==> src/hw/rtl/cgpc_isqrt.sv <==
// Pipelined integer square root, one result bit per register stage.
// Stand-alone module; the enclosing pipeline supplies the advance enable.
module cgpc_isqrt #(
	parameter int IN_W = 37
) (
	input  logic                    clk,
	input  logic                    en,
	input  logic [IN_W-1:0]         value,
	output logic [(IN_W+1)/2-1:0]   root
);

	localparam int RT_W = (IN_W + 1) / 2;
	localparam int AC_W = IN_W + 1;

	logic [IN_W-1:0] rem_s [RT_W];
	logic [AC_W-1:0] res_s [RT_W];

	genvar k;
	generate
		for (k = 0; k < RT_W; k++) begin : g_step
			// Each stage tests one power of four, largest first.
			localparam logic [AC_W-1:0] BIT = AC_W'(1) << (2 * (RT_W - 1 - k));
			logic [IN_W-1:0] rem_in;
			logic [AC_W-1:0] res_in;
			logic [AC_W-1:0] trial;

			if (k == 0) begin : g_first
				assign rem_in = value;
				assign res_in = '0;
			end else begin : g_next
				assign rem_in = rem_s[k-1];
				assign res_in = res_s[k-1];
			end

			assign trial = res_in + BIT;

			always_ff @(posedge clk) begin
				if (en) begin
					if (AC_W'(rem_in) >= trial) begin
						rem_s[k] <= rem_in - IN_W'(trial);
						res_s[k] <= (res_in >> 1) + BIT;
					end else begin
						rem_s[k] <= rem_in;
						res_s[k] <= res_in >> 1;
					end
				end
			end
		end
	endgenerate

	assign root = res_s[RT_W-1][RT_W-1:0];

endmodule

==> config.mk <==
export PLATFORM = sky130hd
export DESIGN_NAME = cgpc_isqrt
export DESIGN_NICKNAME = d
export VERILOG_FILES = /design/src/hw/rtl/cgpc_isqrt.sv
export SDC_FILE = /design/constraint.sdc
export NUM_CORES = 1
export LEC_CHECK = 0
export BUFFER_PORTS_ARGS = -buffer_cell sky130_fd_sc_hd__buf_2
export CAP_MARGIN = 20
export CORE_MARGIN = 2
export CORE_UTILIZATION = 40
export DETAILED_ROUTE_END_ITERATION = 8
export PLACE_DENSITY = 0.59
export SLEW_MARGIN = 20
export SYNTH_ARGS = -nofsm -noshare
export SYNTH_HDL_FRONTEND = slang
export SYNTH_SLANG_ARGS = --single-unit
==> constraint.sdc <==
create_clock -name clk -period 3.2 [get_ports clk]
set_input_delay 0.16 -clock clk [delete_from_list [all_inputs] [get_ports clk]]
set_output_delay 0.16 -clock clk [all_outputs]
set_load 0.01 [all_outputs]
==> reports/qor.txt <==
die height = 323 microns
Final Max Tran Viols = 0
reg-to-reg endpoint = rem_s[17][14]
most common cell after layout, fill and taps aside = edfxtp_1
met2 usage = 0.322
Most Used Layer, Global Route = met2
Critical R2R Launch = rem_s[16][30]
number of synthesized flops with an enable pin = 856
Synthesis Warnings = 0
Final nets = 3659
crit-path max cell delay = 0.53 ns
Critical Setup Path Class = reg -> reg
GR Overflow Total = 0
RePlAce Congestion = 0.895
switching share of power = 0.268
final setup vio count = 0
critical path required time = 3.61 ns
Hold Path Depth = 2
Vias/cell = 5.12
Crit path buffers/inverters = 1
hold_sp = value[26]
CP Cell Sequence = or4_4 -> or4_4 -> or3_4 -> a311o_2 -> nor4_4 -> buf_6 -> mux2_4
Hold Crit Class = in -> reg
hold slack = 0.189 ns
Top FF cell, synth = edfxtp_1
crit end category = flop
CP Launch Type = flop
Fillers = 8824
Root Driver = clkbuf_16
post-detail-place hpwl = 64.1 mm
H-Tree Depth = 3
minimum clock period = 3.11 ns
Reg clk slew, reported paths = 0.06 ns
post-route clock period utilization = 0.972
initial antenna violation count = 1
status = finished clean
Net Count, Synth = 3384
clock sinks = 856
Core ar. = 100000 sq um
Placement Rows = 116
Synth Register Bits = 856
share of the synthesized area in the top cell type = 0.633
Mapped Avg Cell Area = 12.9 sq um
commonest cells after routing, fill and taps aside = 856 x edfxtp_1, 247 x inv_1, 230 x nand2_1
Comb pwr share = 0.168
Netlist cell types = 82
total iterations of the first detailed-routing run = 5
Synth Instances = 3139
first-pass GRT wire length = 136 mm
CP delay by family, top = simple AND/OR/NAND/NOR gates
Yosys top cell by area = edfxtp_1
vias in the first global route = 25300
WL per Instance = 17.6 microns
R2R depth = 7
Internal Power = 22.5 mW
relative slew slack = 0.363
starting density of the core = 0.405
I/O Buffers = 57
MaxCap Viol Count = 0
Post-synth ARST share = 0
Clock Power Share = 0.346
final hold vios = 0
Clock Path Buffers = 3
Crit path arrival time = 3.52 ns
CTS Buf Count = 93
number of DRC markers in iteration 0 = 1551
WHS Endpoint = rem_s[0][26]
Vias = 24800
Skew-Pair Late Insertion Delay = 0.68 ns
sequential power share = 0.486
DIE AREA = 104000 sq um
Core Util, Final = 0.470
largest net degree at the start of global routing = 121
synth-to-layout area growth = 16.2%
worst vdd ir = 527 uV
Remaining DRCs = 0
register area = 25700 sq um
dominant cells by area after synthesis = edfxtp_1 63%, ha_1 6.3%, xor2_1 3.1%, xnor2_1 2.5%, inv_1 2.3%
worst-path fanout max = 8
clk_skew = 0.0457 ns
Psw = 8.22 mW
number of inserted diodes = 0
layout cells sized above 1 = 0.126
reg-to-reg slack, setup = 0.09 ns
met1 usage = 0.181
post-synthesis sequential area ratio = 0.633
RSZ-0062 raised after global routing = true
leakage power = 17.8 nW
antenna-violating nets left = 0
actual slew at the worst max-slew pin = 0.946 ns
Total Wirelength = 85.4 mm
CP most frequent cell = or4_4
pwr dens = 651 nW/um^2
Crit-path slowest cell = or4_4
fmax = 0.321 GHz
setup TNS = 0 ns
CTS tree = yes
Die W = 323 microns
Synth Cell Area = 40600 sq um
multi-input logic area = 13900 sq um
Total GRT Usage = 0.166
# IOs = 58
grt met3 use = 0.0244
## flip-flops by register name, indices dropped and copies added, names as in the netlist
signal,count
rem_s,666
res_s,190
## Yosys cell counts (all sizes together) (36+ instances only)
cell,instances
edfxtp,856
inv,247
nand2,230
ha,205
o21ai,183
nor2,158
xor2,144
a21oi,119
xnor2,114
nor4,111
nor3,87
clkbuf,53
nand3,53
a21o,52
nand2b,42
o21a,42
nand4,36
## through the flow
stage                     setup slack [ns]  instance area [sq um]  power, mW  std cells
after floorplan                     0.0688                  40600       18.5       3139
after global placement             -0.0583                  43400       20.2       4633
after detailed placement           -0.0727                  43400       20.2       4633
after CTS                          0.00241                  46900       31.0       4841
after global routing               -0.0424                  47200       32.2       4846
final                               0.0886                  47200       30.7       4846
## what timing repair did
action                                 in CTS  in global routing
hold buffers                               38                  0
resized for setup                           3                 44
buffers inserted                            0                  5
endpoints found under the hold margin      46                  0
pin swaps                                   0                 12
setup endpoints to repair                  24                125
## cells by family after synthesis
| family | synth area share |
|---|---|
| xor gates and xnor gates | 0.0557 |
| and+or+nand+nor | 0.119 |
| adders and majority gates | 0.0637 |
| DFF | 0.633 |
| buffers and inverters | 0.0309 |
| AOI/OAI and AO/OA | 0.0869 |
| muxes | 0.0107 |
## power groups by stage
stage | clock network (mW) | logic (mW) | registers, mW
after floorplan | 0 | 3.67 | 14.8
after global placement | 0 | 5.01 | 15.2
after detailed placement | 0 | 5.04 | 15.2
after CTS | 10.9 | 5.11 | 14.9
after global routing | 11.3 | 5.80 | 15.1
final | 10.6 | 5.15 | 14.9
## how the worst max path moves through the flow
stage	from	end	slack, ns	depth (start not counted)
detailed placement	rem_s[13][29]	rem_s[14][35]	-0.07	8
global placement	rem_s[7][26]	rem_s[8][31]	-0.06	10
CTS	rem_s[14][8]	rem_s[15][21]	0.002	9
floorplan	rem_s[14][8]	rem_s[15][10]	0.07	9
global route	res_s[12][12]	rem_s[13][36]	-0.04	10
finish	rem_s[16][30]	rem_s[17][14]	0.09	7
## worst register-to-register path: stages, from the launching register on
cell and delay (ns):
edfxtp_1 0.40, or4_4 0.53, or4_4 0.43, or3_4 0.36
a311o_2 0.36, nor4_4 0.32, buf_6 0.19, mux2_4 0.30
## routing by layer
layer  share of wire  vias up
li1                -    12300
met1            0.39    11900
met2            0.54      390
met3           0.030      177
met4           0.040        2
met5         0.00015        -
## area by class of cell
cell class                 instances  area share
sequential                       856       0.545
multi-input combinational       1972       0.294
timing repair buffer             244      0.0401
clock buffer                     106      0.0508
tap                             1357      0.0360
inverter                         247      0.0197
clock inverter                    64      0.0143
No activity file was read; power rests on OpenSTA's default activity.
