$ cat src/hw/rtl/cgpc_pkg.sv
// Shared types and constants for the corner-gradient pixel color pipeline.
// Used by cgpc_div and corner_gradient_pixel_color_top. No other dependencies.
package cgpc_pkg;

	// Fixed field widths of the block's ports.
	localparam int COORD_W = 10;
	localparam int DIM_W   = 11;
	localparam int CH_W    = 8;
	localparam int COLOR_W = 3 * CH_W;
	localparam int CFG_IDX_W = 2;

	// Fractional bits of a distance: sqrt(d^2 * 2^(2*DIST_FRAC)).
	localparam int DIST_FRAC = 8;

	// Blend weight in Q12, range 0..4096, so one extra bit.
	localparam int W_SHIFT = 12;
	localparam int WGT_W   = W_SHIFT + 1;
	localparam logic [WGT_W-1:0] W_ONE  = WGT_W'(1) << W_SHIFT;
	localparam logic [WGT_W-1:0] W_HALF = WGT_W'(1) << (W_SHIFT - 1);

	// Configuration register indexes.
	localparam logic [CFG_IDX_W-1:0] CFG_FRAME_WIDTH  = 2'd0;
	localparam logic [CFG_IDX_W-1:0] CFG_FRAME_HEIGHT = 2'd1;
	localparam logic [CFG_IDX_W-1:0] CFG_COLOR_START  = 2'd2;
	localparam logic [CFG_IDX_W-1:0] CFG_COLOR_END    = 2'd3;

	// Register values after reset.
	localparam logic [DIM_W-1:0]   RST_FRAME_WIDTH  = 11'd10;
	localparam logic [DIM_W-1:0]   RST_FRAME_HEIGHT = 11'd10;
	localparam logic [COLOR_W-1:0] RST_COLOR_START  = 24'hFF00FF;
	localparam logic [COLOR_W-1:0] RST_COLOR_END    = 24'h00FF00;

	typedef logic [CH_W-1:0] channel_t;

endpackage

$ cat src/hw/rtl/cgpc_div.sv
// Pipelined restoring divider that forms the Q12 blend weight num*4096/den.
// Depends on cgpc_pkg for the weight width; expects num <= den.
module cgpc_div #(
	parameter int N_W = 20
) (
	input  logic                       clk,
	input  logic                       en,
	input  logic [N_W-1:0]             num,
	input  logic [N_W-1:0]             den,
	output logic [cgpc_pkg::WGT_W-1:0] weight
);

	localparam int Q_W = cgpc_pkg::WGT_W;

	logic [N_W-1:0] rem_s  [Q_W];
	logic [N_W-1:0] den_s  [Q_W];
	logic [Q_W-1:0] quo_s  [Q_W];
	logic           zero_s [Q_W];

	genvar k;
	generate
		for (k = 0; k < Q_W; k++) begin : g_step
			logic [N_W:0]   rem_sh;
			logic [N_W-1:0] den_in;
			logic [Q_W-1:0] quo_in;
			logic           zero_in;
			logic           take;

			// The first stage decides the integer bit; later stages shift in zeros.
			if (k == 0) begin : g_first
				assign rem_sh  = {1'b0, num};
				assign den_in  = den;
				assign quo_in  = '0;
				assign zero_in = (den == '0);
			end else begin : g_next
				assign rem_sh  = {rem_s[k-1], 1'b0};
				assign den_in  = den_s[k-1];
				assign quo_in  = quo_s[k-1];
				assign zero_in = zero_s[k-1];
			end

			assign take = (rem_sh >= {1'b0, den_in});

			always_ff @(posedge clk) begin
				if (en) begin
					rem_s[k]  <= take ? N_W'(rem_sh - {1'b0, den_in}) : rem_sh[N_W-1:0];
					den_s[k]  <= den_in;
					quo_s[k]  <= {quo_in[Q_W-2:0], take};
					zero_s[k] <= zero_in;
				end
			end
		end
	endgenerate

	// Both distances zero only on a one-pixel frame: mix the colors equally.
	assign weight = zero_s[Q_W-1] ? cgpc_pkg::W_HALF : quo_s[Q_W-1];

endmodule

$ cat config.mk
export PLATFORM = sky130hd
export DESIGN_NAME = cgpc_div
export DESIGN_NICKNAME = d
export VERILOG_FILES = /design/src/hw/rtl/cgpc_pkg.sv /design/src/hw/rtl/cgpc_div.sv
export SDC_FILE = /design/constraint.sdc
export NUM_CORES = 1
export LEC_CHECK = 0
export ABC_AREA = 1
export BUFFER_PORTS_ARGS = -buffer_cell sky130_fd_sc_hd__buf_2
export CORE_UTILIZATION = 25
export CTS_CLUSTER_DIAMETER = 80
export DETAILED_ROUTE_END_ITERATION = 8
export PLACE_DENSITY = 0.47
export SYNTH_ARGS = -nofsm -noshare
export SYNTH_HDL_FRONTEND = slang
export SYNTH_SLANG_ARGS = --single-unit
export TNS_END_PERCENT = 30
$ cat constraint.sdc
create_clock -name clk -period 2.2 [get_ports clk]
set_input_delay 0.11 -clock clk [delete_from_list [all_inputs] [get_ports clk]]
set_output_delay 0.11 -clock clk [all_outputs]
set_load 0.01 [all_outputs]
==> impl_metrics.yaml <==
layout:
  area_delta_synth_final_pct: 37.2
  fin_cells: 7622
  layout_commonest_cell: "nand2_1"
  num_antenna_cells: 0
  design.final.nets: 5879
  final_layout_size_suffix_gt1_share_pct: 26.6
  commonest_cells_after_routing_fill_and_taps_aside: "1627 x nand2_1, 769 x inv_1, 727 x buf_4"
synth:
  postSynthCellCount: 4667
  synth_top_area_share_pct: 46.6
  yosysUniqueCellTypes: 36
  synthesis.nets: 4980
  avgSynthCellArea_um2: 8.06
  ys.warnings.count: 0
  synth_seq_area_share_pct: 46.6
  ys_ff_latch: 584
  synth_area_leader_cell: "edfxtp_1"
  netlist_area_mm2: 0.0376
  largest_cells_by_area_after_synthesis: "edfxtp_1 47%, nand2_1 17%, ha_1 8.6%"
timing:
  worstMarginPinSlew_ns: 0.570
  final_worst_clock_skew_ns: 0.0265
  fmax_mhz: 462
  hold_viol_final: 0
  slew-limit-headroom_pct: 61.7
  setup_viol_count_final: 0
  final_max_slew_viol_count: 0
  final_min_period_over_clock_period_pct: 98.5
  grt_setup_unrepaired: "true"
  finalWorstPathRequiredPeriod_ns: 2.17
routing:
  drt_first_pass_iters: 5
  routed_via_density: 4.22
  remaining_drcs: 0
  ant_nets: 0
  wire_per_inst_um: 15.1
  num_vias: 32200
  postRouteWirelength_mm: 115
  drt-initial-drc-count: 1735
placed_design:
  buffer_ports.inserted: 54
  routabilityCongestion: 0.869
  place_inst: 7329
  place_hpwl_mm: 89.7
global_routing:
  grt_pass1_vias: 31000
  grt_start_max_net_pins: 82
  grt_pass1_wl_mm: 175
  grt_antenna_before_repair: 2
  globalRoute.totalOverflow: 0
  groute.usage.overall_pct: 14.8
setup_path:
  regToRegSetupSlack_ns: 0.03
  cp_data_arrival_time_ns: 2.56
  critical_path_peak_fanout: 9
  setup.worst_path.start_class: "register"
  timing_worst_setup_path_type: "reg2reg"
  timing.critical_path.required_ns: 2.59
  endpoint_kind: "register"
floorplan:
  count_of_pins_on_the_block_boundary: 55
  floorplan.die.width_um: 390
  die_area_mm2: 0.152
  chipHeight_um: 390
  core_area_mm2: 0.149
  row_count: 141
  initial_core_util_pct: 25.3
worst_hold_path:
  min-delay-path-class: "in2reg"
clocking:
  cts_buffers: 74
  tritoncts: "yes"
  clock_root_buffer: "clkbuf_16"
  clkSinkCount: 584
  worst_setup_hold_path_clk_slew_ns: 0.06
  cts_htree_levels: 3
  clockBufferDepth: 3
  clk_latency_ns: 0.66
pwr:
  powerDensity_mw_per_mm2: 1280
  worst_ir_drop_vdd_v: 0.000584
  leakage_nw: 24.5
  report.power.total_mw: 66.2
outcome:
  outcome: "complete, no violations"
job:
  max_cap_violations: 0
-- power by group --
| part | internal [mW] | leakage [nW] | switching [mW] |
|---|---|---|---|
| clock | 7.26 | 1.17 | 4.93 |
| sequential | 16.2 | 5.72 | 2.16 |
| combinational | 15.9 | 17.6 | 19.7 |
-- synthesized netlist by cell type, drive strengths merged --
cell / instances
a211oi: 2
clkbuf: 1
fa: 12
nor3: 37
xnor2: 15
ha: 259
nand3: 337
nor4: 3
o221ai: 1
o21bai: 13
and2: 2
nand2: 1780
xor2: 97
a21o: 1
nor2: 360
buf: 37
edfxtp: 584
a21oi: 165
inv: 834
o21ai: 46
or2: 2
nand3b: 59
o21a: 2
nand4: 18
-- metrics by stage --
step	util [%]	setup slack (ns)	setup TNS (ns)	cell area, µm²	hold slack, ns
after floorplan	-	0.293	0	37600	0.209
after global placement	30.3	-0.179	-13.10	45100	0.306
after detailed placement	30.3	-0.173	-10.47	45100	0.309
after CTS	32.7	-0.0123	-0.0263	48600	0.119
after global routing	34.7	-0.0450	-0.782	51600	0.138
final	34.7	0.0337	0	51600	0.182
-- cell type report --
| type | instances | area, µm² |
|---|---|---|
| clock inverters | 47 | 494 |
| flip-flops and latches | 584 | 17500 |
| multi-input cells | 3214 | 19200 |
| fillers | 15600 | 96900 |
| repair inverters | 1 | 8.76 |
| inverters | 834 | 3200 |
| clock buffers | 83 | 1930 |
| repair buffers | 857 | 6730 |
| well taps | 2002 | 2500 |
-- final timing paths --
path                startpoint      endpoint  cells after the start
setup reg to reg  rem_s[0][62]   rem_s[1][5]                     11
hold reg to reg   quo_s[0][96]   quo_s[1][6]                      0
hold / removal         den[11]  den_s[0][11]                      2
setup / recovery  rem_s[0][62]   rem_s[1][5]                     11
-- sequential cells by signal (all words and copies together), names as in the netlist --
name,cells
den_s,240
quo_s,91
rem_s,240
zero_s,13
-- worst max-delay path, stage by stage, from the launching register on --
cell      delay [ns]
edfxtp_1        0.48
ha_4            0.36
nand2_1         0.12
nor2_1          0.13
nand3_1         0.10
o21ai_2         0.17
nor2_4          0.08
nand2_8         0.11
clkinv_8        0.08
buf_8           0.15
nand2_1         0.07
nand2_1         0.05
-- routing by layer --
layer	part of all wire (%)	up-vias	track usage (%)
met1	48	14800	20.3
met5	0	-	0
li1	-	16700	-
met3	3.4	136	1.99
met2	46	517	24.3
met4	2.3	0	3.95
-- timing repair --
action	in CTS	in global routing
hold buffers	41	0
endpoints found under the setup margin	160	226
gates cloned	2	3
endpoints found under the hold margin	56	0
pin swaps	13	70
buffers inserted	29	88
gates resized for setup	82	460
-- kinds of logic (layout without fill, tap and decap cells) --
family          after synthesis  in the layout  synth area share (%)
flops                       584            584                  46.6
compound gates              230            230                  3.28
simple gates               2598           2601                  28.8
fa+ha+maj                   271            271                  9.26
buf+inv                     872           1822                  9.39
xor+xnor                    112            112                  2.61
(Power assumes the default switching activity.)
